`config.mk`:
```
export PLATFORM = sky130hd
export DESIGN_NAME = sws_mul64
export DESIGN_NICKNAME = d
export VERILOG_FILES = /design/src/rtl/sws_pkg.sv /design/src/rtl/sws_mul64.sv
export SDC_FILE = /design/constraint.sdc
export NUM_CORES = 2
export LEC_CHECK = 0
export ABC_AREA = 1
export BUFFER_PORTS_ARGS = -buffer_cell sky130_fd_sc_hd__buf_2
export CAP_MARGIN = 15
export CORE_AREA = 3 3 280 282
export DETAILED_ROUTE_END_ITERATION = 10
export DIE_AREA = 0 0 283 285
export HOLD_SLACK_MARGIN = 0.08
export PLACE_DENSITY = 0.87
export SYNTH_ARGS = -nofsm -noshare
export SYNTH_HDL_FRONTEND = slang
export SYNTH_SLANG_ARGS = --single-unit
```
`constraint.sdc`:
```
create_clock -name clk -period 8.1 [get_ports clk]
set_input_delay 1.215 -clock clk [delete_from_list [all_inputs] [get_ports clk]]
set_output_delay 1.215 -clock clk [all_outputs]
set_load 0.1 [all_outputs]
```
`src/rtl/sws_pkg.sv`:
```
`timescale 1ns / 1ps
`default_nettype none
// ----------------------------------------------------------------------------
// sws_pkg: shared types and constants of the smooth window sieve
// Block geometry, field widths, operation codes, channel payload structs and
// the memory write bundle.
// ----------------------------------------------------------------------------
package sws_pkg;

  localparam int BLOCK_SIZE = 4096;
  localparam int PRIME_BITS = 28;
  localparam int ADDR_W     = $clog2(BLOCK_SIZE);

  localparam int WORD_W     = 64;
  localparam int HALF_W     = WORD_W / 2;
  localparam int OFFSET_W   = 28;
  localparam int POS_W      = 12;
  localparam int K_W        = 6;
  localparam int RUN_W      = K_W + 1;
  localparam int OP_W       = 2;

  // usable prime bits and width of the walk position (offset plus one step)
  localparam int PB         = (PRIME_BITS < OFFSET_W) ? PRIME_BITS : OFFSET_W;
  localparam int J_W        = OFFSET_W + 1;

  localparam int MAX_DIVS   = 64;
  localparam int NDIV_W     = $clog2(MAX_DIVS) + 1;

  localparam logic [OP_W-1:0] OP_FILL  = 2'd0;
  localparam logic [OP_W-1:0] OP_STRIP = 2'd1;
  localparam logic [OP_W-1:0] OP_READ  = 2'd2;

  typedef struct packed {
    logic [OP_W-1:0]     operation;
    logic [WORD_W-1:0]   block_base;
    logic [OFFSET_W-1:0] prime;
    logic [WORD_W-1:0]   prime_inverse;
    logic [WORD_W-1:0]   quotient_limit;
    logic [OFFSET_W-1:0] start_offset;
    logic [POS_W-1:0]    position;
  } in_t;

  typedef struct packed {
    logic [OFFSET_W-1:0] next_offset;
    logic                is_smooth;
    logic                window_hit;
    logic [WORD_W-1:0]   candidate_n;
  } out_t;

  typedef struct packed {
    logic              en;
    logic [ADDR_W-1:0] addr;
    logic [WORD_W-1:0] data;
  } ram_wr_t;

  // block position of a read, taken modulo the block size
  function automatic logic [ADDR_W-1:0] pos_to_addr(input logic [POS_W-1:0] pos);
    logic [31:0] w;
    w = 32'(pos);
    return w[ADDR_W-1:0];
  endfunction

  // walk step from the prime field, masked to the prime width
  function automatic logic [J_W-1:0] prime_step(input logic [OFFSET_W-1:0] prime);
    return J_W'(prime[PB-1:0]);
  endfunction

endpackage
`default_nettype wire

```
`src/rtl/sws_mul64.sv`:
```
`timescale 1ns / 1ps
`default_nettype none
// ----------------------------------------------------------------------------
// sws_mul64: multi-cycle 64 x 64 multiplier, low 64 bits of the product
// One 32 x 32 multiplier is stepped over three partial products and the
// cross terms are folded into the upper half; result holds after done.
// ----------------------------------------------------------------------------
module sws_mul64
  import sws_pkg::*;
(
  input  wire logic              clk,
  input  wire logic              rst,
  input  wire logic              start,
  input  wire logic [WORD_W-1:0] a,
  input  wire logic [WORD_W-1:0] b,
  output logic                   done,
  output logic      [WORD_W-1:0] result
);

  typedef enum logic [5:0] {
    M_IDLE = 6'b000001,
    M_LL   = 6'b000010,
    M_LH   = 6'b000100,
    M_HL   = 6'b001000,
    M_SUM  = 6'b010000,
    M_DONE = 6'b100000
  } mstate_t;

  mstate_t           state;
  mstate_t           state_next;
  logic [WORD_W-1:0] a_q;
  logic [WORD_W-1:0] b_q;
  logic [HALF_W-1:0] mul_x;
  logic [HALF_W-1:0] mul_y;
  logic [WORD_W-1:0] prod;
  logic [WORD_W-1:0] acc;

  always_comb begin
    state_next = state;
    case (state)
      M_IDLE: if (start) state_next = M_LL;
      M_LL:   state_next = M_LH;
      M_LH:   state_next = M_HL;
      M_HL:   state_next = M_SUM;
      M_SUM:  state_next = M_DONE;
      M_DONE: state_next = M_IDLE;
      default: state_next = M_IDLE;
    endcase
  end

  // operand select for the shared multiplier
  always_comb begin
    case (state)
      M_LH: begin
        mul_x = a_q[HALF_W-1:0];
        mul_y = b_q[WORD_W-1:HALF_W];
      end
      M_HL: begin
        mul_x = a_q[WORD_W-1:HALF_W];
        mul_y = b_q[HALF_W-1:0];
      end
      default: begin
        mul_x = a_q[HALF_W-1:0];
        mul_y = b_q[HALF_W-1:0];
      end
    endcase
  end

  always_ff @(posedge clk) begin
    if (rst) begin
      state <= M_IDLE;
    end else begin
      state <= state_next;
    end
  end

  always_ff @(posedge clk) begin
    if (state == M_IDLE && start) begin
      a_q <= a;
      b_q <= b;
    end
    prod <= WORD_W'(mul_x) * WORD_W'(mul_y);
    case (state)
      M_LH:    acc <= prod;
      M_HL:    acc[WORD_W-1:HALF_W] <= acc[WORD_W-1:HALF_W] + prod[HALF_W-1:0];
      M_SUM:   acc[WORD_W-1:HALF_W] <= acc[WORD_W-1:HALF_W] + prod[HALF_W-1:0];
      default: acc <= acc;
    endcase
  end

  assign done   = (state == M_DONE);
  assign result = acc;

endmodule
`default_nettype wire

```
* Word level (Yosys, flattened, before mapping)
Cells that the tools add are included.
** Word-level totals
- Register bits after elaboration :: 262
- Input port bits :: 131
- Output and inout port bits :: 65
- Word-level logic and storage cells :: 23
** Operators by class
- $add $sub $neg :: 1
- $mul :: 1
- Equality and inequality tests :: 7
- Mux-type cells :: 5
- Reduce and logical (&&, ||, !) cells :: 3
** Operators with widths (number)
- multiplier 32 x 32 -> 64 bit :: 1
- 2-to-1 mux 32 bit :: 2
- case mux 32 bit (2 select lines) :: 1
- adder 32 bit :: 1
- case mux 6 bit (5 select lines) :: 1
- == test 6 x 1 -> 1 bit (second input constant) :: 1
- == test 6 x 2 -> 1 bit (second input constant) :: 1
- == test 6 x 3 -> 1 bit (second input constant) :: 1
- == test 6 x 4 -> 1 bit (second input constant) :: 1
- == test 6 x 5 -> 1 bit (second input constant) :: 1
- == test 6 bit (second input constant) :: 1
- 2-to-1 mux 6 bit :: 1
- inequality test 2 bit (second input constant) :: 1
- nonzero test 2 bit :: 1
- OR reduction 2 bit :: 1
- logical AND 1 bit :: 1

* Depth between registers and ports, before layout
- Word-level depth :: 3
- Gate-level depth with buffers :: 37
- Mapped depth without buffers :: 34

* Worst setup path after synthesis
Ideal clock, no wire load.
- Path kind :: register to register
- Start point :: register state[0]
- End point :: register prod[62]
- Library setup time :: 112 ps
- Arrival time :: 7169 ps
- Data required time :: 7988 ps
- Setup slack :: 819 ps
- Cell stages (with the launch flop) :: 30
- Path through :: dfxtp_1 nor2_2 nand4_2 inv_1 or2_2 o21ai_2 inv_1 clkbuf_1 nand2_1 fa_1 inv_1 fa_1 fa_1 fa_1 fa_1 fa_1 fa_1 inv_1 fa_1 inv_1 ha_1 nand2_1 nor2_1 inv_1 nor2_1 nand2_1 nor3_1 nand2_1 nand3_1 nand2_1
** On the way
- Word-level cells in the longest chain between the ends :: 3
- Elaborated cells on any way between the ends :: 5
- Those cells by class :: 1 x mul; 2 x eq/ne; 2 x mux
** RTL lines
- from (decl) :: line sws_mul64.sv:29 : mstate_t state;
- from (signal assigned) :: line sws_mul64.sv:73 : state <= state_next;
- == test 6 x 4 -> 1 bit / == test 6 x 3 -> 1 bit (equally long branches) :: line sws_mul64.sv:53 : case (state)
- 2-to-1 mux 32 bit :: line sws_mul64.sv:53
- multiplier 32 x 32 -> 64 bit (*) :: line sws_mul64.sv:82 : prod <= WORD_W'(mul_x) * WORD_W'(mul_y);
- to (signal assigned) :: line sws_mul64.sv:82
- to (decl) :: line sws_mul64.sv:35 : logic [WORD_W-1:0] prod;
Every way passes the cells marked *; elsewhere a longest branch is shown, timed or not.
A chain may end at the register's enable or synchronous reset.

* Worst setup path after layout
- Start point :: register state[0]
- End point :: register prod[34]
The elaborated chain is that of the path after synthesis.

==> impl_metrics.tcl <==
set metrics [dict create \
    top_layer "met5" \
    wl_met1_um 50600 \
    numCtsBuffers 29 \
    cts_sinks 262 \
    yosys_register_bits 262 \
    worstHoldEndpoint "result[29]" \
    min_period_ps 7930 \
    crit_type "flop to flop" \
    final-setup-viol-count 0 \
    antenna_found_initial 1 \
    fp.dieArea_um2 80700 \
    fin_util 0.650 \
    min_from "prod[29]" \
    cts_tree "done" \
    grt_setup_unrepaired "yes" \
    finalClockSkew_ps 13.0 \
    viasPerCell 5.48 \
    max-cap-violations 0 \
    slowest_delay_ps 590 \
    multi_input_area_um2 32300 \
    vias 36863 \
    drtAntennaViolNets 0 \
    clockBufferDepth 3 \
    clkSlewWorstSetupHoldPaths_ps 60 \
    syn2layout_area_growth_pct 8.60 \
    hold_class "flop to flop" \
    gr-usage-all-layers 0.360 \
    rows 101 \
    portBuffers 195 \
    grt_pass1_wl_um 219000 \
    syn_area_per_cell_um2 8.34 \
    cts_max_level 1 \
    fp.dieW_um 283 \
    startpoint_type "flop" \
    netlist_area_um2 45500 \
    worstHoldPathCells 0 \
    wl_per_cell_um 21.4 \
    outcome "complete, no violations" \
    ff2ff_setup_slack_ps 170 \
    synth_cells 5453 \
    synth_area_leaders "fa_1 39%, edfxtp_1 13%, nand2_1 11%" \
    wl_met2_um 65300 \
    nets 6994 \
    worst_slew_pin_slew_ps 964 \
    hpwl_um 120000 \
    core_area_um2 75900 \
    worst_path_max_delay_cell "fa_1" \
    finalHoldViolCount 0 \
    max_freq_mhz 126 \
    synth_top_area_cell "fa_1" \
    worstSkewPairLatency_ps 600 \
    synth_cell_types 35 \
    r2r-start "state[0]" \
    dieHeight_um 285 \
    grt-ovfl-total 0 \
    holdBufCountCts 0 \
    drt_iter0_drc 3443 \
    max_slew_margin 0.357 \
    drt_pass1_iterations 8 \
    gp_congestion 1.04 \
    grt_max_degree 83 \
    yosysWarnings 0 \
    cpMostUsedCell "fa_1" \
    synth_top_area_share 0.395 \
    crit_path_end_kind "flop" \
    drive_gt1_frac 0.109 \
    grt_pass1_vias 38486 \
    slew_violations 0 \
    final_cell_mix "1356 x nand2_1, 1330 x inv_1, 897 x fa_1, 645 x nor2_1, 293 x ha_1" \
    finalCritPeriodShare 0.979 \
    start_util 0.599 \
    required_ps 8570 \
    arrival_ps 8400 \
    root_buffer "clkbuf_16" \
    ys_seq_area_frac 0.158 \
    drcViolationCount 0 \
    ios 196 \
    wl_um 144000 \
    final_common_cell "nand2_1" \
    n_fill_cell 6202 \
    critPathMaxFanout 22 \
    rr_worst_depth 31 \
    r2r_end "prod[34]" \
    synth_nets 6775 \
    seqCellArea_um2 7170 \
    met3_length_um 15800 \
]
cell families after synthesis:
| kind of cell | after synthesis | share of synthesized area |
|---|---|---|
| AO/OA/AOI/OAI | 153 | 0.0251 |
| buffers and inverters | 1547 | 0.136 |
| adder cells (fa/ha/maj) | 1191 | 0.476 |
| XOR/XNOR | 52 | 0.0100 |
| AND/OR/NAND/NOR | 2248 | 0.196 |
| flip-flops | 262 | 0.158 |
worst max-delay path: cells and delay by family, from the launching register on:
family / cells / cell delay, ps
adders and majority gates: 9 / 4450
buffers and inverters: 10 / 1210
DFF: 1 / 340
AOI/OAI and AO/OA: 1 / 90
and+or+nand+nor: 10 / 1380
xor gates and xnor gates: 1 / 310
sequential cells by signal, indices dropped and copies added, names as in the netlist:
register,flops
a_q,64
b_q,64
prod,64
result,64
state,6
synth_stat cells:
master / instances
buf_6: 22
and3_1: 3
xor2_1: 47
nor3_1: 18
nor2_1: 655
nand2_1: 1358
or2_2: 1
o21ai_2: 17
o21ai_4: 25
clkbuf_1: 10
o21ai_1: 22
ha_1: 294
clkinv_1: 2
buf_4: 5
buf_12: 1
dfxtp_1: 70
nor4_1: 2
nand3_2: 1
xnor2_1: 5
nor2_2: 98
nand4_2: 1
a21o_1: 1
inv_1: 1333
a21oi_1: 63
and2_1: 1
inv_2: 41
fa_1: 897
a31oi_1: 2
nor2_4: 1
nand3_1: 88
buf_2: 133
o21bai_1: 11
edfxtp_1: 192
o21ai_0: 12
nand4_1: 21
worst max path at each step:
stage | slack [ps] | to | cells after the start | from
detailed placement | -510 | prod[34] | 28 | state[0]
global route | -90 | prod[34] | 31 | state[3]
finish | 170 | prod[34] | 31 | state[0]
global placement | -600 | prod[34] | 28 | state[0]
floorplan | 820 | prod[62] | 29 | state[0]
CTS | 0.002 | prod[30] | 25 | state[0]
stage by stage:
step	hold WS, ps	cells	cell area, um2	setup TNS (ps)	setup slack [ps]
after floorplan	412	5453	45500	0	819
after global placement	435	6661	48200	-2280	-603
after detailed placement	443	6661	48200	-4400	-507
after CTS	460	6718	49200	0	0.00178
after global routing	467	6724	49400	-331	-94.5
final	452	6725	49400	0	170
cell type report:
type | instances | area share
multi-input combinational | 3644 | 0.654
sequential | 262 | 0.145
inverter | 1376 | 0.105
timing repair buffer | 359 | 0.0496
tap | 1030 | 0.0261
clock buffer | 34 | 0.0155
clock inverter | 19 | 0.00451
antenna | 1 | 0.0000507
metal layers:
metal,track usage,vias to the layer above
li1,-,16147
met4,0.235,2
met2,0.573,2136
met1,0.445,17944
met5,0,-
met3,0.0800,634
timing repair:
action	in CTS	in global routing
pin swaps	1	2
resized for setup	6	45
setup endpoints to repair	36	40
buffers inserted	4	6
hold endpoints to repair	0	0
Power is left out: the tool's default activity adds up to more than one toggle a clock period on the data nets, which glitch-free logic cannot reach.
