**src/rtl/sws_pkg.sv**
```systemverilog
`timescale 1ns / 1ps
`default_nettype none
// ----------------------------------------------------------------------------
// sws_pkg: shared types and constants of the smooth window sieve
// Block geometry, field widths, operation codes, channel payload structs and
// the memory write bundle.
// ----------------------------------------------------------------------------
package sws_pkg;

  localparam int BLOCK_SIZE = 4096;
  localparam int PRIME_BITS = 28;
  localparam int ADDR_W     = $clog2(BLOCK_SIZE);

  localparam int WORD_W     = 64;
  localparam int HALF_W     = WORD_W / 2;
  localparam int OFFSET_W   = 28;
  localparam int POS_W      = 12;
  localparam int K_W        = 6;
  localparam int RUN_W      = K_W + 1;
  localparam int OP_W       = 2;

  // usable prime bits and width of the walk position (offset plus one step)
  localparam int PB         = (PRIME_BITS < OFFSET_W) ? PRIME_BITS : OFFSET_W;
  localparam int J_W        = OFFSET_W + 1;

  localparam int MAX_DIVS   = 64;
  localparam int NDIV_W     = $clog2(MAX_DIVS) + 1;

  localparam logic [OP_W-1:0] OP_FILL  = 2'd0;
  localparam logic [OP_W-1:0] OP_STRIP = 2'd1;
  localparam logic [OP_W-1:0] OP_READ  = 2'd2;

  typedef struct packed {
    logic [OP_W-1:0]     operation;
    logic [WORD_W-1:0]   block_base;
    logic [OFFSET_W-1:0] prime;
    logic [WORD_W-1:0]   prime_inverse;
    logic [WORD_W-1:0]   quotient_limit;
    logic [OFFSET_W-1:0] start_offset;
    logic [POS_W-1:0]    position;
  } in_t;

  typedef struct packed {
    logic [OFFSET_W-1:0] next_offset;
    logic                is_smooth;
    logic                window_hit;
    logic [WORD_W-1:0]   candidate_n;
  } out_t;

  typedef struct packed {
    logic              en;
    logic [ADDR_W-1:0] addr;
    logic [WORD_W-1:0] data;
  } ram_wr_t;

  // block position of a read, taken modulo the block size
  function automatic logic [ADDR_W-1:0] pos_to_addr(input logic [POS_W-1:0] pos);
    logic [31:0] w;
    w = 32'(pos);
    return w[ADDR_W-1:0];
  endfunction

  // walk step from the prime field, masked to the prime width
  function automatic logic [J_W-1:0] prime_step(input logic [OFFSET_W-1:0] prime);
    return J_W'(prime[PB-1:0]);
  endfunction

endpackage
`default_nettype wire

```
**src/rtl/sws_fill.sv**
```systemverilog
`timescale 1ns / 1ps
`default_nettype none
// ----------------------------------------------------------------------------
// sws_fill: block fill pipeline
// Sweeps every block position, forms base plus position, strips the trailing
// zero bits and writes the odd part to the residue memory, one per cycle.
// ----------------------------------------------------------------------------
module sws_fill
  import sws_pkg::*;
(
  input  wire logic              clk,
  input  wire logic              rst,
  input  wire logic              start,
  input  wire logic [WORD_W-1:0] base,
  output ram_wr_t                wr,
  output logic                   done
);

  localparam int NBYTES = WORD_W / 8;
  localparam int SEL_W  = $clog2(NBYTES);

  logic                    busy;
  logic [ADDR_W-1:0]       cnt;
  logic [WORD_W-1:0]       base_q;

  logic                    v1;
  logic [ADDR_W-1:0]       a1;
  logic [WORD_W-1:0]       sum1;

  logic                    v2;
  logic [ADDR_W-1:0]       a2;
  logic [WORD_W-1:0]       val2;
  logic [NBYTES-1:0]       nz2;
  logic [NBYTES-1:0][2:0]  btz2;
  logic [NBYTES-1:0]       nz_c;
  logic [NBYTES-1:0][2:0]  btz_c;

  logic                    v3;
  logic [ADDR_W-1:0]       a3;
  logic [WORD_W-1:0]       data3;
  logic [SEL_W-1:0]        sel_c;
  logic [SEL_W+2:0]        sh_c;

  always_ff @(posedge clk) begin
    if (rst) begin
      busy <= 1'b0;
      cnt  <= '0;
    end else if (start) begin
      busy <= 1'b1;
      cnt  <= '0;
    end else if (busy) begin
      if (cnt == ADDR_W'(BLOCK_SIZE - 1)) begin
        busy <= 1'b0;
      end
      cnt <= cnt + 1'b1;
    end
  end

  always_ff @(posedge clk) begin
    if (start) begin
      base_q <= base;
    end
  end

  // per byte: any bit set, and lowest set bit
  always_comb begin
    for (int bi = 0; bi < NBYTES; bi++) begin
      nz_c[bi]  = |sum1[bi*8 +: 8];
      btz_c[bi] = 3'd0;
      for (int k = 7; k >= 0; k--) begin
        if (sum1[bi*8 + k]) begin
          btz_c[bi] = 3'(k);
        end
      end
    end
  end

  // lowest nonzero byte picks the shift; zero word shifts by nothing
  always_comb begin
    sel_c = '0;
    for (int bi = NBYTES - 1; bi >= 0; bi--) begin
      if (nz2[bi]) begin
        sel_c = SEL_W'(bi);
      end
    end
    sh_c = {sel_c, btz2[sel_c]};
  end

  always_ff @(posedge clk) begin
    if (rst) begin
      v1 <= 1'b0;
      v2 <= 1'b0;
      v3 <= 1'b0;
    end else begin
      v1 <= busy;
      v2 <= v1;
      v3 <= v2;
    end
  end

  always_ff @(posedge clk) begin
    sum1  <= base_q + WORD_W'(cnt);
    a1    <= cnt;
    val2  <= sum1;
    nz2   <= nz_c;
    btz2  <= btz_c;
    a2    <= a1;
    data3 <= val2 >> sh_c;
    a3    <= a2;
  end

  assign wr.en   = v3;
  assign wr.addr = a3;
  assign wr.data = data3;
  assign done    = v3 && (a3 == ADDR_W'(BLOCK_SIZE - 1));

endmodule
`default_nettype wire

```
**config.mk**
```make
export PLATFORM = sky130hd
export DESIGN_NAME = sws_fill
export DESIGN_NICKNAME = d
export VERILOG_FILES = /design/src/rtl/sws_pkg.sv /design/src/rtl/sws_fill.sv
export SDC_FILE = /design/constraint.sdc
export NUM_CORES = 1
export LEC_CHECK = 0
export BUFFER_PORTS_ARGS = -buffer_cell sky130_fd_sc_hd__buf_2
export CAP_MARGIN = 20
export CORE_ASPECT_RATIO = 0.5
export CORE_UTILIZATION = 45
export DETAILED_ROUTE_END_ITERATION = 6
export HOLD_SLACK_MARGIN = 0.12
export SLEW_MARGIN = 40
export SYNTH_ARGS = -nofsm -noshare
export SYNTH_HDL_FRONTEND = slang
export SYNTH_SLANG_ARGS = --single-unit
```
**constraint.sdc**
```tcl
create_clock -name clk -period 4.6 [get_ports clk]
set_clock_uncertainty 0.1 [all_clocks]
set_input_delay 0 -clock clk [delete_from_list [all_inputs] [get_ports clk]]
set_output_delay 0 -clock clk [all_outputs]
set_load 0.005 [all_outputs]
```
# Word level (Yosys, flattened, before mapping)
# Cells that the tools add are included.
[op_classes]
add_sub_neg = 2
multipliers = 0
div = 0
order_cmp = 1
eq_ne = 2
n_shift = 1
n_mux = 69
bitwise_logic = 0
n_reduce_logical = 26
[ops]
columns = ["operator", "count"]
rows = [
  ["3-bit two-way mux", 41],
  ["64-bit by 12-bit adder with 64-bit output", 1],
  ["8-bit OR reduction", 8],
  ["64-bit by 6-bit right shift with 64-bit output", 1],
  ["2-bit two-way mux", 16],
  ["4-bit OR reduction", 8],
  ["12-bit == test (second input constant)", 2],
  ["2-bit OR reduction", 9],
  ["12-bit by 1-bit adder with 12-bit output (second input constant)", 1],
  ["1-bit two-way mux", 11],
  ["3-bit binary-select mux with 3-bit select", 1],
  ["3-bit by 4-bit less-than comparator with 1-bit output (second input constant)", 1],
  ["1-bit logical AND", 1],
]
[word_totals]
reg_bits = 340
latch_bits = 0
ram_bits = 0
mem_bits_ro = 0
in_bits = 67
output_inout_bits = 78
mem_count = 0

# Logic depth before layout (Yosys ltp)
# Gate-level depths: netlist (run 1).
[depth]
word_depth = 11
mapped_depth = 15
mapped_depth_nobuf = 13

# Worst setup path after synthesis (run 1)
# No wires, ideal clock.
[synth_timing]
kind = "reg-to-reg"
from = "reg nz2[3]"
to = "reg data3[18]"
t_arrival_ps = 2947
path_slack_ps = 1431
path_stages_with_launch = 12
path_buffers = 1
synth_period_minus_slack_ps = 3169
path_cell_list = "dfxtp_1 -> or4_4 -> nor2_2 -> o311ai_1 -> a31o_2 -> nand2_2 -> buf_4 -> mux4_2 -> mux2i_1 -> nand2_1 -> and2_0 -> a221o_1"
[synth_between]
elab_chain_len = 7
[synth_lines]
columns = ["element", "line_no", "rtl"]
rows = [
  ["from (decl)", "sws_fill.sv:33", "logic [NBYTES-1:0] nz2;"],
  ["from (signal assigned)", "sws_fill.sv:105", "nz2 <= nz_c;"],
  ["3-bit two-way mux * (4 in series)", "sws_fill.sv:82", "if (nz2[bi]) begin"],
  ["3-bit binary-select mux with 3-bit select", "sws_fill.sv:86", "sh_c = {sel_c, btz2[sel_c]};"],
  ["3-bit two-way mux (implied by the code)", "sws_fill.sv:86", ""],
  ["64-bit by 6-bit right shift with 64-bit output *", "sws_fill.sv:108", "data3 <= val2 >> sh_c;"],
  ["to (signal assigned)", "sws_fill.sv:108", ""],
  ["to (decl)", "sws_fill.sv:40", "logic [WORD_W-1:0] data3;"],
]
# Every way passes the cells marked *; elsewhere a longest branch is shown, timed or not. The select of a mux whose other input is x is not followed.
# A chain may end at the register's enable or synchronous reset.

# Worst setup path after layout (run 1)
[layout_timing]
from = "reg nz2[0]"
to = "reg data3[30]"
[layout_between]
elab_chain_len = 4
[layout_lines]
columns = ["element", "line_no"]
rows = [
  ["3-bit two-way mux *", "sws_fill.sv:82"],
  ["3-bit binary-select mux with 3-bit select", "sws_fill.sv:86"],
  ["3-bit two-way mux (implied by the code)", "sws_fill.sv:86"],
  ["64-bit by 6-bit right shift with 64-bit output *", "sws_fill.sv:108"],
]
# Marked as above.

==> tab_implementation.tex, run 1 <==
\begin{tabular}{lr}
\hline
Metric & Value \\
\hline
\multicolumn{2}{l}{\textbf{Timing}} \\
Max transition margin & 46.6\% \\
Setup repair after global routing missed its margin & false \\
Post-route minimum period & 3.94 ns \\
Least-Margin Pin Slew & 0.798 ns \\
Crit share post-route & 85.6\% \\
Final number of max-transition violations & 0 \\
Achievable Freq & 254 MHz \\
Final Setup Violations & 0 \\
Final worst slack & 0.664 ns \\
Final-report hold violation count & 0 \\
Post-Route Setup TNS & 0 ns \\
Smallest hold slack & 0.229 ns \\
\multicolumn{2}{l}{\textbf{Final layout}} \\
Total inserted antenna cells & 0 \\
Fill count & 2715 \\
Relative area change from synthesis to final layout & 23.9\% \\
Multi-input gate area in the final layout & 6940 µm² \\
Storage cell area & 7450 µm² \\
Share of post-route cells with drive strength above 1 & 17.0\% \\
Count of placed standard cells in the final layout, fillers left out & 2198 \\
Net count, final & 1825 \\
\multicolumn{2}{l}{\textbf{Worst setup path}} \\
Slack of the worst reg-to-reg path & 0.66 ns \\
Peak fanout along the critical path & 22 \\
Worst Setup Path Type & reg2reg \\
CP Launch Type & register \\
Worst r2r path cells & 10 \\
Terminus of the critical flop-to-flop path & data3[30] \\
Capturing element type of the critical path & register \\
Crit path DAT & 4.26 ns \\
Critical path required time & 4.93 ns \\
Start of the worst register-to-register path & nz2[0] \\
\multicolumn{2}{l}{\textbf{Floorplanning}} \\
DIE WIDTH & 259 µm \\
Starting density of the core & 46.3\% \\
Die Outline Area & 33800 µm² \\
Die height & 130 µm \\
Top Ports & 145 \\
Core outline area & 32100 µm² \\
Number of placement rows & 46 \\
\multicolumn{2}{l}{\textbf{Clock network}} \\
Number of buffers added for setup after CTS & 0 \\
CTS tree & yes \\
Clock latency of the later-clocked register in the worst-skew pair & 0.60 ns \\
Number of clock buffers inserted by TritonCTS & 29 \\
Number of instances resized during post-cts repair & 0 \\
Hold buffer count at CTS & 131 \\
Maximum buffer depth of the clock tree & 3 \\
Clk slew on worst S/H paths & 0.07 ns \\
Clock sink count & 340 \\
Htree depth & 1 \\
Root cell of the clock tree & sky130\_fd\_sc\_hd\_\_clkbuf\_16 \\
\multicolumn{2}{l}{\textbf{Route}} \\
Number of DRC markers in iteration 0 & 1192 \\
Post-DRT Antenna Nets & 0 \\
Number of detailed-route iterations in the first pass & 5 \\
Number of DRC violations after detailed routing & 0 \\
Via count & 12724 \\
Detail-routed via count per cell & 5.79 \\
Routed length per instance & 21.9 µm \\
Total wire length & 48.1 mm \\
\multicolumn{2}{l}{\textbf{Synth}} \\
Cell type with the largest total area after synthesis & sky130\_fd\_sc\_hd\_\_dfxtp\_1 \\
Post-synth cell types & 89 \\
Number of storage elements in the synthesis netlist & 340 \\
Share of the yosys chip area belonging to registers & 50.1\% \\
Post-synth ARST share & 0\% \\
Post-Syn Area & 14900 µm² \\
Most used DFF post-synth & sky130\_fd\_sc\_hd\_\_dfxtp\_1 \\
Main area contributors after synthesis & sky130\_fd\_sc\_hd\_\_dfxtp\_1 (37\%), sky130\_fd\_sc\_hd\_\_edfxtp\_1 (13\%), sky130\_fd\_sc\_hd\_\_mux2i\_1 (5.2\%) \\
Post-synth net total & 1559 \\
Count of mapped cells out of synthesis & 1478 \\
Portion of synthesized cell area occupied by the leading cell type & 37.2\% \\
EDFF count, synth & 64 \\
Post-synthesis area per instance & 10.0 µm² \\
Warnings from Yosys & 0 \\
\multicolumn{2}{l}{\textbf{GRT}} \\
Antenna violations before repair & 0 \\
Global-route wire length before repair & 72.3 mm \\
Global route overflow & 0 \\
Number of global-route vias before repair & 12031 \\
Global Route Usage Sum & 28.1\% \\
Largest net degree at the start of global routing & 55 \\
\multicolumn{2}{l}{\textbf{Min path}} \\
Worst min-delay path category & reg2reg \\
Hold path depth & 0 \\
Beginning of the worst hold path & a1[10] \\
End of the worst hold path & a2[10] \\
\multicolumn{2}{l}{\textbf{Power}} \\
Sw frac & 28.8\% \\
Peak supply drop & 0.326 mV \\
Pleak & 7.40 nW \\
Internal power component & 0.00554 W \\
Part of the power in registers & 45.7\% \\
Power density over the cells & 423 nW/µm² \\
Gate power share & 20.4\% \\
Total power consumption of the routed design & 0.00779 W \\
Switching power & 0.00225 W \\
Relative contribution of the clock network to total power & 33.9\% \\
\multicolumn{2}{l}{\textbf{Placement}} \\
Total of buffers placed on input and output ports & 144 \\
HPWL reported at the end of detailed placement & 35.0 mm \\
Post-Place Cells & 2014 \\
Post-Place Setup Slack & 0.695 ns \\
Gpl congestion & 0.988 \\
\multicolumn{2}{l}{\textbf{Status}} \\
Run status & finished, final reports clean \\
\multicolumn{2}{l}{\textbf{Run}} \\
Max-capacitance violation count & 0 \\
\hline
\end{tabular}
stage by stage:
step / instance area (µm²) / util, %
after floorplan: 14900 / -
after CTS: 18400 / 57.4
after detailed placement: 16100 / 50.1
final: 18400 / 57.4
after global routing: 18400 / 57.4
after global placement: 16000 / 50.1
Yosys cell counts, drive strengths merged, types with 31 or more instances:
| master | instances |
|---|---|
| dfxtp | 276 |
| nor2 | 140 |
| nand3 | 101 |
| nand2 | 95 |
| mux2i | 77 |
| edfxtp | 64 |
| o21ai | 63 |
| a21oi | 59 |
| nor3 | 58 |
| buf | 44 |
| a211oi | 37 |
| xor2 | 36 |
| xnor2 | 35 |
| clkbuf | 31 |
routing by layer:
metal  up-vias  track usage (%)  share of wire, %
met2       557             42.2                42
met3        86             7.02               8.9
met1      6120             40.1                46
met5         -                0                 0
met4         0             7.87               3.0
li1       5961                -                 -
power groups by stage:
stage          Combinational (W)  Clock (W)  Sequential [W]
6_report                 0.00159    0.00264         0.00356
5_1_grt                  0.00171    0.00281         0.00359
3_3_place_gp             0.00147          0         0.00361
2_1_floorplan           0.000902          0         0.00356
3_5_place_dp             0.00147          0         0.00362
4_1_cts                  0.00156    0.00267         0.00356
layout make-up:
| class | instances | area share (%) |
|---|---|---|
| Timing Repair Buffer | 310 | 12.8 |
| Sequential cell | 340 | 40.5 |
| Clock buffer | 39 | 4.66 |
| Multi-Input combinational cell | 1038 | 37.7 |
| Tap cell | 432 | 2.94 |
| Clock inverter | 14 | 0.966 |
| Inverter | 25 | 0.510 |
cells by family (layout without fill, tap and decap cells):
logic type	Yosys count	after routing	share of synthesized area (%)
XOR/XNOR	71	71	4.19
buffers and inverters	100	388	3.33
flip-flops	340	340	50.1
multiplexers	106	106	8.30
AO/OA/AOI/OAI	303	303	14.5
AND/OR/NAND/NOR	544	544	18.3
adder cells (fa/ha/maj)	14	14	1.23
cells in the final DEF (no fill, tap or decap), types with 24 or more instances in the layout:
cell type | Yosys | routed
sky130_fd_sc_hd__a211oi_1 | 31 | 31
sky130_fd_sc_hd__a21oi_1 | 57 | 57
sky130_fd_sc_hd__and2_1 | 25 | 25
sky130_fd_sc_hd__buf_2 | 23 | 143
sky130_fd_sc_hd__buf_4 | 12 | 32
sky130_fd_sc_hd__clkbuf_16 | 0 | 32
sky130_fd_sc_hd__dfxtp_1 | 276 | 276
sky130_fd_sc_hd__dlygate4sd3_1 | 0 | 131
sky130_fd_sc_hd__edfxtp_1 | 64 | 64
sky130_fd_sc_hd__inv_1 | 25 | 25
sky130_fd_sc_hd__mux2i_1 | 77 | 77
sky130_fd_sc_hd__nand2_1 | 93 | 92
sky130_fd_sc_hd__nand3_1 | 101 | 101
sky130_fd_sc_hd__nand4_1 | 29 | 29
sky130_fd_sc_hd__nor2_1 | 138 | 137
sky130_fd_sc_hd__nor3_1 | 56 | 56
sky130_fd_sc_hd__nor4_1 | 24 | 24
sky130_fd_sc_hd__o21ai_0 | 50 | 50
sky130_fd_sc_hd__xnor2_1 | 35 | 35
sky130_fd_sc_hd__xor2_1 | 36 | 36
critical path: stages (launching register included):
cell and delay (ns):
sky130_fd_sc_hd__dfxtp_1 0.56, sky130_fd_sc_hd__nor2_1 0.16, sky130_fd_sc_hd__nand3_1 0.17, sky130_fd_sc_hd__buf_4 0.26, sky130_fd_sc_hd__a211oi_1 0.12, sky130_fd_sc_hd__or4_2 0.94
sky130_fd_sc_hd__nor2_1 0.42, sky130_fd_sc_hd__a22oi_1 0.15, sky130_fd_sc_hd__and2_1 0.20, sky130_fd_sc_hd__mux2i_1 0.42, sky130_fd_sc_hd__o221ai_1 0.25
flip-flops by register name, indices dropped and copies added (netlist names), 12 cells and up:
signal / flops
btz2: 24
val2: 64
a1: 12
base_q: 64
data3: 64
a2: 12
a3: 12
cnt: 12
sum1: 64
worst max-delay path by stage:
| stage | from | end | slack, ns | depth (start not counted) |
|---|---|---|---|---|
| after floorplan | nz2[3] | data3[18] | 1.43 | 11 |
| after global placement | nz2[0] | data3[7] | 0.72 | 11 |
| after detailed placement | nz2[0] | data3[7] | 0.69 | 11 |
| after CTS | nz2[0] | data3[7] | 0.68 | 11 |
| after global routing | nz2[0] | data3[7] | 0.46 | 11 |
| final | nz2[0] | data3[30] | 0.66 | 10 |
(Power assumes the default switching activity.)
==> inputs of run 2 (changes only) <==
--- a/config.mk
+++ b/config.mk
@@ -8,6 +8,7 @@
 export BUFFER_PORTS_ARGS = -buffer_cell sky130_fd_sc_hd__buf_2
 export CAP_MARGIN = 20
 export CORE_ASPECT_RATIO = 0.5
+export CORE_MARGIN = 5
 export CORE_UTILIZATION = 45
 export DETAILED_ROUTE_END_ITERATION = 6
 export HOLD_SLACK_MARGIN = 0.12
==> run 2 against run 1 <==
Against the previous run: count of clock-buffer cells in the layout decreased by 2; sequential power about the same; combinational power barely moved; register-to-register slack about the same; sequential share of layout area hardly changed.
==> tab_implementation.tex, run 2 (synthesized netlist as in run 1, its figures left out) <==
\begin{tabular}{lr}
\hline
Metric & Value \\
\hline
\multicolumn{2}{l}{\textbf{Status}} \\
Run status & finished, final reports clean \\
\multicolumn{2}{l}{\textbf{Power}} \\
Internal power component & 0.00563 W \\
Part of the power in registers & 45.3\% \\
Pleak & 7.42 nW \\
Switching power & 0.00224 W \\
Peak supply drop & 0.295 mV \\
Gate power share & 20.2\% \\
Relative contribution of the clock network to total power & 34.5\% \\
Power density over the cells & 427 nW/µm² \\
Sw frac & 28.5\% \\
\multicolumn{2}{l}{\textbf{Floorplanning}} \\
Die Outline Area & 37000 µm² \\
DIE WIDTH & 267 µm \\
Die height & 138 µm \\
Number of placement rows & 47 \\
Top Ports & 145 \\
Core outline area & 32800 µm² \\
Starting density of the core & 45.3\% \\
\multicolumn{2}{l}{\textbf{GRT}} \\
Global Route Usage Sum & 25.4\% \\
Global-route wire length before repair & 74.1 mm \\
Antenna violations before repair & 0 \\
Largest net degree at the start of global routing & 59 \\
Number of global-route vias before repair & 12415 \\
Global route overflow & 0 \\
\multicolumn{2}{l}{\textbf{Worst setup path}} \\
Worst Setup Path Type & reg2reg \\
Terminus of the critical flop-to-flop path & data3[7] \\
Worst r2r path cells & 11 \\
Critical path required time & 5.00 ns \\
Slack of the worst reg-to-reg path & 0.66 ns \\
CP Launch Type & register \\
Capturing element type of the critical path & register \\
Peak fanout along the critical path & 9 \\
Start of the worst register-to-register path & nz2[4] \\
Crit path DAT & 4.34 ns \\
\multicolumn{2}{l}{\textbf{Route}} \\
Total wire length & 48.5 mm \\
Via count & 12735 \\
Detail-routed via count per cell & 5.78 \\
Number of DRC violations after detailed routing & 0 \\
Post-DRT Antenna Nets & 0 \\
Routed length per instance & 22.0 µm \\
Number of detailed-route iterations in the first pass & 5 \\
Number of DRC markers in iteration 0 & 1286 \\
\multicolumn{2}{l}{\textbf{Clock network}} \\
Clk slew on worst S/H paths & 0.06 ns \\
Root cell of the clock tree & sky130\_fd\_sc\_hd\_\_clkbuf\_16 \\
Maximum buffer depth of the clock tree & 3 \\
Htree depth & 1 \\
Number of buffers added for setup after CTS & 0 \\
Clock latency of the later-clocked register in the worst-skew pair & 0.58 ns \\
Clock sink count & 340 \\
CTS tree & yes \\
Number of clock buffers inserted by TritonCTS & 29 \\
\multicolumn{2}{l}{\textbf{Timing}} \\
Least-Margin Pin Slew & 0.848 ns \\
Final worst slack & 0.663 ns \\
Crit share post-route & 85.6\% \\
Final number of max-transition violations & 0 \\
Max transition margin & 43.3\% \\
Smallest hold slack & 0.229 ns \\
Post-Route Setup TNS & 0 ns \\
Final-report hold violation count & 0 \\
Setup repair after global routing missed its margin & false \\
Post-route minimum period & 3.94 ns \\
Achievable Freq & 254 MHz \\
Final Setup Violations & 0 \\
\multicolumn{2}{l}{\textbf{Placement}} \\
HPWL reported at the end of detailed placement & 35.8 mm \\
Total of buffers placed on input and output ports & 144 \\
Post-Place Setup Slack & 0.737 ns \\
Gpl congestion & 0.978 \\
\multicolumn{2}{l}{\textbf{Min path}} \\
Hold path depth & 0 \\
End of the worst hold path & a3[7] \\
Worst min-delay path category & reg2reg \\
Beginning of the worst hold path & a2[7] \\
\multicolumn{2}{l}{\textbf{Run}} \\
Max-capacitance violation count & 0 \\
\multicolumn{2}{l}{\textbf{Final layout}} \\
Relative area change from synthesis to final layout & 24.0\% \\
Most frequent cells in the layout & sky130\_fd\_sc\_hd\_\_dfxtp\_1 (276), sky130\_fd\_sc\_hd\_\_buf\_2 (144), sky130\_fd\_sc\_hd\_\_nor2\_1 (137), sky130\_fd\_sc\_hd\_\_dlygate4sd3\_1 (131), sky130\_fd\_sc\_hd\_\_nand3\_1 (101) \\
Net count, final & 1822 \\
Share of post-route cells with drive strength above 1 & 17.0\% \\
Total inserted antenna cells & 0 \\
Most common cell after layout, fill and taps aside & sky130\_fd\_sc\_hd\_\_dfxtp\_1 \\
\hline
\end{tabular}
==> run 2: changes by cell type in the layout (fill, tap and decap cells not counted), sizes merged <==
cell,before,now
buf,179,176
clkinvlp,3,0
clkbuf,39,37
clkinv,6,8
inv,27,29
bufinv,3,4
==> run 2: power groups by stage <==
stage / Clock (W) / Sequential, W / Combinational, W
after floorplan: 0 / 0.00356 / 0.000902
after global placement: 0 / 0.00362 / 0.00147
after detailed placement: 0 / 0.00363 / 0.00147
after CTS: 0.00276 / 0.00356 / 0.00156
after global routing: 0.00289 / 0.00360 / 0.00171
final: 0.00272 / 0.00356 / 0.00159
==> run 2: cell type report <==
class                           instances  area [µm²]
Sequential cell                       340        7450
Clock inverter                         16         211
Timing Repair Buffer                  307        2310
Tap cell                              441         552
Inverter                               25        93.8
Fill cell                            2845       14400
Multi-Input combinational cell       1038        6930
Clock buffer                           37         872
==> run 2: metrics by stage <==
step / area [µm²] / total power, W / util (%) / std cells
floorplan: 14900 / 0.00447 / - / 1478
finish: 18400 / 0.00787 / 56.1 / 2204
detailed placement: 16000 / 0.00509 / 48.8 / 2020
global placement: 16000 / 0.00509 / 48.8 / 2020
CTS: 18400 / 0.00788 / 56.1 / 2204
global route: 18400 / 0.00819 / 56.1 / 2204
==> run 2: routing by layer <==
metal  share of wire (%)  wire length, µm  global-route usage, %
met5                   0                0                      0
met4                 3.1             1490                   7.08
met3                 9.1             4440                   7.28
met2                  42            20200                   37.4
met1                  46            22400                   36.5
==> run 2: worst max path at each step <==
stage                start         to  slack (ns)
finish              nz2[4]   data3[7]        0.66
global route        nz2[5]   data3[7]        0.50
CTS                 nz2[5]   data3[7]        0.71
detailed placement  nz2[3]   data3[7]        0.74
global placement    nz2[3]   data3[7]        0.74
floorplan           nz2[3]  data3[18]        1.43
==> run 2: worst max-delay path, cell delays in order, from the launching register on <==
cell and delay, ns:
sky130_fd_sc_hd__dfxtp_1 0.37, sky130_fd_sc_hd__nor4_2 0.63, sky130_fd_sc_hd__a221oi_1 0.20, sky130_fd_sc_hd__a31oi_1 0.25, sky130_fd_sc_hd__a31oi_1 0.09, sky130_fd_sc_hd__nand3_1 0.46, sky130_fd_sc_hd__buf_4 0.27, sky130_fd_sc_hd__nor2_1 0.14
sky130_fd_sc_hd__a32o_1 0.31, sky130_fd_sc_hd__o311ai_1 0.38, sky130_fd_sc_hd__o221ai_1 0.32, sky130_fd_sc_hd__a221oi_2 0.33
==> run 2: what timing repair did <==
action,in CTS,in global routing
hold buffers,131,0
gates resized for setup,0,0
hold endpoints to repair,111,0
setup endpoints to repair,0,0
==> inputs of run 3 (changes only) <==
--- a/config.mk
+++ b/config.mk
@@ -5,6 +5,7 @@
 export SDC_FILE = /design/constraint.sdc
 export NUM_CORES = 1
 export LEC_CHECK = 0
+export ABC_AREA = 1
 export BUFFER_PORTS_ARGS = -buffer_cell sky130_fd_sc_hd__buf_2
 export CAP_MARGIN = 20
 export CORE_ASPECT_RATIO = 0.5
==> run 3 against run 2 <==
Against the previous run: critical path depth up 4; final area rose by 0.91%; combinational power increased by 6%; largest power group unchanged.
==> tab_implementation.tex, run 3 <==
\begin{tabular}{lr}
\hline
Metric & Value \\
\hline
\multicolumn{2}{l}{\textbf{Status}} \\
Run status & finished, final reports clean \\
\multicolumn{2}{l}{\textbf{Timing}} \\
Max transition margin & 42.8\% \\
Final-report hold violation count & 0 \\
Least-Margin Pin Slew & 0.855 ns \\
Smallest hold slack & 0.229 ns \\
Final Setup Violations & 0 \\
Setup repair after global routing missed its margin & false \\
Post-route minimum period & 3.74 ns \\
Final number of max-transition violations & 0 \\
Crit share post-route & 81.3\% \\
Post-Route Setup TNS & 0 ns \\
Achievable Freq & 268 MHz \\
\multicolumn{2}{l}{\textbf{Clock network}} \\
Clock latency of the later-clocked register in the worst-skew pair & 0.58 ns \\
Number of clock buffers inserted by TritonCTS & 29 \\
Htree depth & 1 \\
Maximum buffer depth of the clock tree & 3 \\
Clk slew on worst S/H paths & 0.07 ns \\
Clock sink count & 340 \\
Number of instances resized during post-cts repair & 0 \\
Root cell of the clock tree & sky130\_fd\_sc\_hd\_\_clkbuf\_16 \\
CTS tree & yes \\
\multicolumn{2}{l}{\textbf{Placement}} \\
Total of buffers placed on input and output ports & 144 \\
HPWL reported at the end of detailed placement & 34.3 mm \\
Gpl congestion & 0.934 \\
\multicolumn{2}{l}{\textbf{Route}} \\
Total wire length & 46.9 mm \\
Detail-routed via count per cell & 5.29 \\
Via count & 14031 \\
Number of DRC violations after detailed routing & 0 \\
Number of detailed-route iterations in the first pass & 6 \\
Routed length per instance & 17.7 µm \\
Post-DRT Antenna Nets & 0 \\
Number of DRC markers in iteration 0 & 1460 \\
\multicolumn{2}{l}{\textbf{Synth}} \\
Most instantiated library cell after synthesis & sky130\_fd\_sc\_hd\_\_nand3\_1 \\
Post-Syn Area & 15300 µm² \\
Post-synth ARST share & 0\% \\
Number of storage elements in the synthesis netlist & 340 \\
Portion of synthesized cell area occupied by the leading cell type & 36.2\% \\
Count of mapped cells out of synthesis & 1953 \\
Post-synth top cells & sky130\_fd\_sc\_hd\_\_nand3\_1 (541), sky130\_fd\_sc\_hd\_\_nand2\_1 (404), sky130\_fd\_sc\_hd\_\_dfxtp\_1 (276) \\
Cell type with the largest total area after synthesis & sky130\_fd\_sc\_hd\_\_dfxtp\_1 \\
Main area contributors after synthesis & sky130\_fd\_sc\_hd\_\_dfxtp\_1 (36\%), sky130\_fd\_sc\_hd\_\_nand3\_1 (18\%), sky130\_fd\_sc\_hd\_\_edfxtp\_1 (13\%) \\
Warnings from Yosys & 0 \\
EDFF count, synth & 64 \\
Post-synthesis area per instance & 7.82 µm² \\
Post-synth cell types & 37 \\
Post-synth net total & 2034 \\
Most used DFF post-synth & sky130\_fd\_sc\_hd\_\_dfxtp\_1 \\
Share of the yosys chip area belonging to registers & 48.8\% \\
\multicolumn{2}{l}{\textbf{GRT}} \\
Largest net degree at the start of global routing & 72 \\
Number of global-route vias before repair & 12847 \\
Global route overflow & 0 \\
Antenna violations before repair & 0 \\
Global-route wire length before repair & 73.2 mm \\
Global Route Usage Sum & 24.0\% \\
\multicolumn{2}{l}{\textbf{Worst setup path}} \\
Slack of the worst reg-to-reg path & 0.86 ns \\
Start of the worst register-to-register path & nz2[6] \\
CP Launch Type & register \\
Worst r2r path cells & 15 \\
Terminus of the critical flop-to-flop path & data3[21] \\
Critical path required time & 4.97 ns \\
Capturing element type of the critical path & register \\
Crit path DAT & 4.10 ns \\
Peak fanout along the critical path & 27 \\
Worst Setup Path Type & reg2reg \\
\multicolumn{2}{l}{\textbf{Floorplanning}} \\
DIE WIDTH & 271 µm \\
Top Ports & 145 \\
Number of placement rows & 47 \\
Starting density of the core & 45.9\% \\
Die height & 140 µm \\
Core outline area & 33300 µm² \\
Die Outline Area & 37900 µm² \\
\multicolumn{2}{l}{\textbf{Final layout}} \\
Most frequent cells in the layout & sky130\_fd\_sc\_hd\_\_nand3\_1 (541), sky130\_fd\_sc\_hd\_\_nand2\_1 (403), sky130\_fd\_sc\_hd\_\_dfxtp\_1 (276), sky130\_fd\_sc\_hd\_\_inv\_1 (165), sky130\_fd\_sc\_hd\_\_buf\_2 (144) \\
Total inserted antenna cells & 0 \\
Relative area change from synthesis to final layout & 21.7\% \\
Net count, final & 2268 \\
Share of post-route cells with drive strength above 1 & 11.9\% \\
Most common cell after layout, fill and taps aside & sky130\_fd\_sc\_hd\_\_nand3\_1 \\
\multicolumn{2}{l}{\textbf{Min path}} \\
Hold path depth & 0 \\
End of the worst hold path & a3[8] \\
Worst min-delay path category & reg2reg \\
Beginning of the worst hold path & a2[8] \\
\multicolumn{2}{l}{\textbf{Power}} \\
Total power consumption of the routed design & 0.00785 W \\
Peak supply drop & 0.285 mV \\
Pleak & 8.41 nW \\
Power density over the cells & 422 nW/µm² \\
\multicolumn{2}{l}{\textbf{Run}} \\
Max-capacitance violation count & 0 \\
\hline
\end{tabular}
==> run 3: metal layers <==
| layer | global-route usage [%] | wire (µm) |
|---|---|---|
| met5 | 0 | 0 |
| met4 | 4.58 | 892 |
| met3 | 4.46 | 4040 |
| met2 | 33.9 | 18800 |
| met1 | 38.1 | 23200 |
==> run 3: what timing repair did <==
| item | 4_1_cts | 5_1_grt |
|---|---|---|
| hold buffers | 131 | 0 |
| hold endpoints to repair | 93 | 0 |
| buffers inserted | 0 | 0 |
==> run 3: report_power, final <==
group	total (W)	internal (W)	switching [W]	leakage [nW]
combinational	0.00168	0.000618	0.00106	4.96
clock	0.00261	0.00146	0.00114	0.512
sequential	0.00357	0.00338	0.000191	2.93
total	0.00785	0.00546	0.00240	8.41
==> run 3: stage by stage <==
stage | instances | setup WS (ns) | utilization, % | cell area, µm²
after floorplan | 1953 | 1.76 | - | 15300
after global placement | 2465 | 0.962 | 48.8 | 16200
after detailed placement | 2466 | 0.975 | 48.8 | 16200
after CTS | 2651 | 0.956 | 55.8 | 18600
after global routing | 2651 | 0.558 | 55.8 | 18600
final | 2651 | 0.862 | 55.8 | 18600
==> run 3: worst max-delay path by stage <==
stage	from	endpoint	slack [ns]	cells past startpoint
after floorplan	cnt[0]	sum1[62]	1.76	19
after global placement	nz2[6]	data3[17]	0.96	15
after detailed placement	nz2[6]	data3[21]	0.97	15
after CTS	nz2[6]	data3[17]	0.96	15
after global routing	nz2[6]	data3[21]	0.56	15
final	nz2[6]	data3[21]	0.86	15
==> run 3: logic make-up (layout without fill, tap and decap cells) <==
family / count (synthesis) / in the layout / share of synthesized area (%)
AND/OR/NAND/NOR: 1185 / 1185 / 35.7
flip-flops: 340 / 340 / 48.8
buffers and inverters: 261 / 518 / 7.42
AO/OA/AOI/OAI: 91 / 91 / 3.31
XOR/XNOR: 62 / 62 / 3.56
adder cells (fa/ha/maj): 14 / 14 / 1.20
==> run 3: area by class of cell <==
cell class	count	area (µm²)
fillers	3106	14700
flip-flops and latches	340	7450
multi-input cells	1352	6730
repair buffers	294	2190
clock buffers	36	825
inverters	170	638
well taps	441	552
clock inverters	18	203
==> run 3: worst max-delay path, stage by stage (launching register included) <==
cell and delay [ns]:
sky130_fd_sc_hd__dfxtp_1 0.32, sky130_fd_sc_hd__or2_1 0.11, sky130_fd_sc_hd__nand3_1 0.11, sky130_fd_sc_hd__a21oi_4 0.53, sky130_fd_sc_hd__inv_2 0.21, sky130_fd_sc_hd__a21oi_1 0.16
sky130_fd_sc_hd__o21ai_0 0.09, sky130_fd_sc_hd__nand2_1 0.10, sky130_fd_sc_hd__inv_2 0.06, sky130_fd_sc_hd__o21ai_4 0.60, sky130_fd_sc_hd__buf_4 0.44, sky130_fd_sc_hd__nand3_1 0.20
sky130_fd_sc_hd__nand3_1 0.16, sky130_fd_sc_hd__nand3_1 0.14, sky130_fd_sc_hd__nand3_1 0.20, sky130_fd_sc_hd__nand2_1 0.07
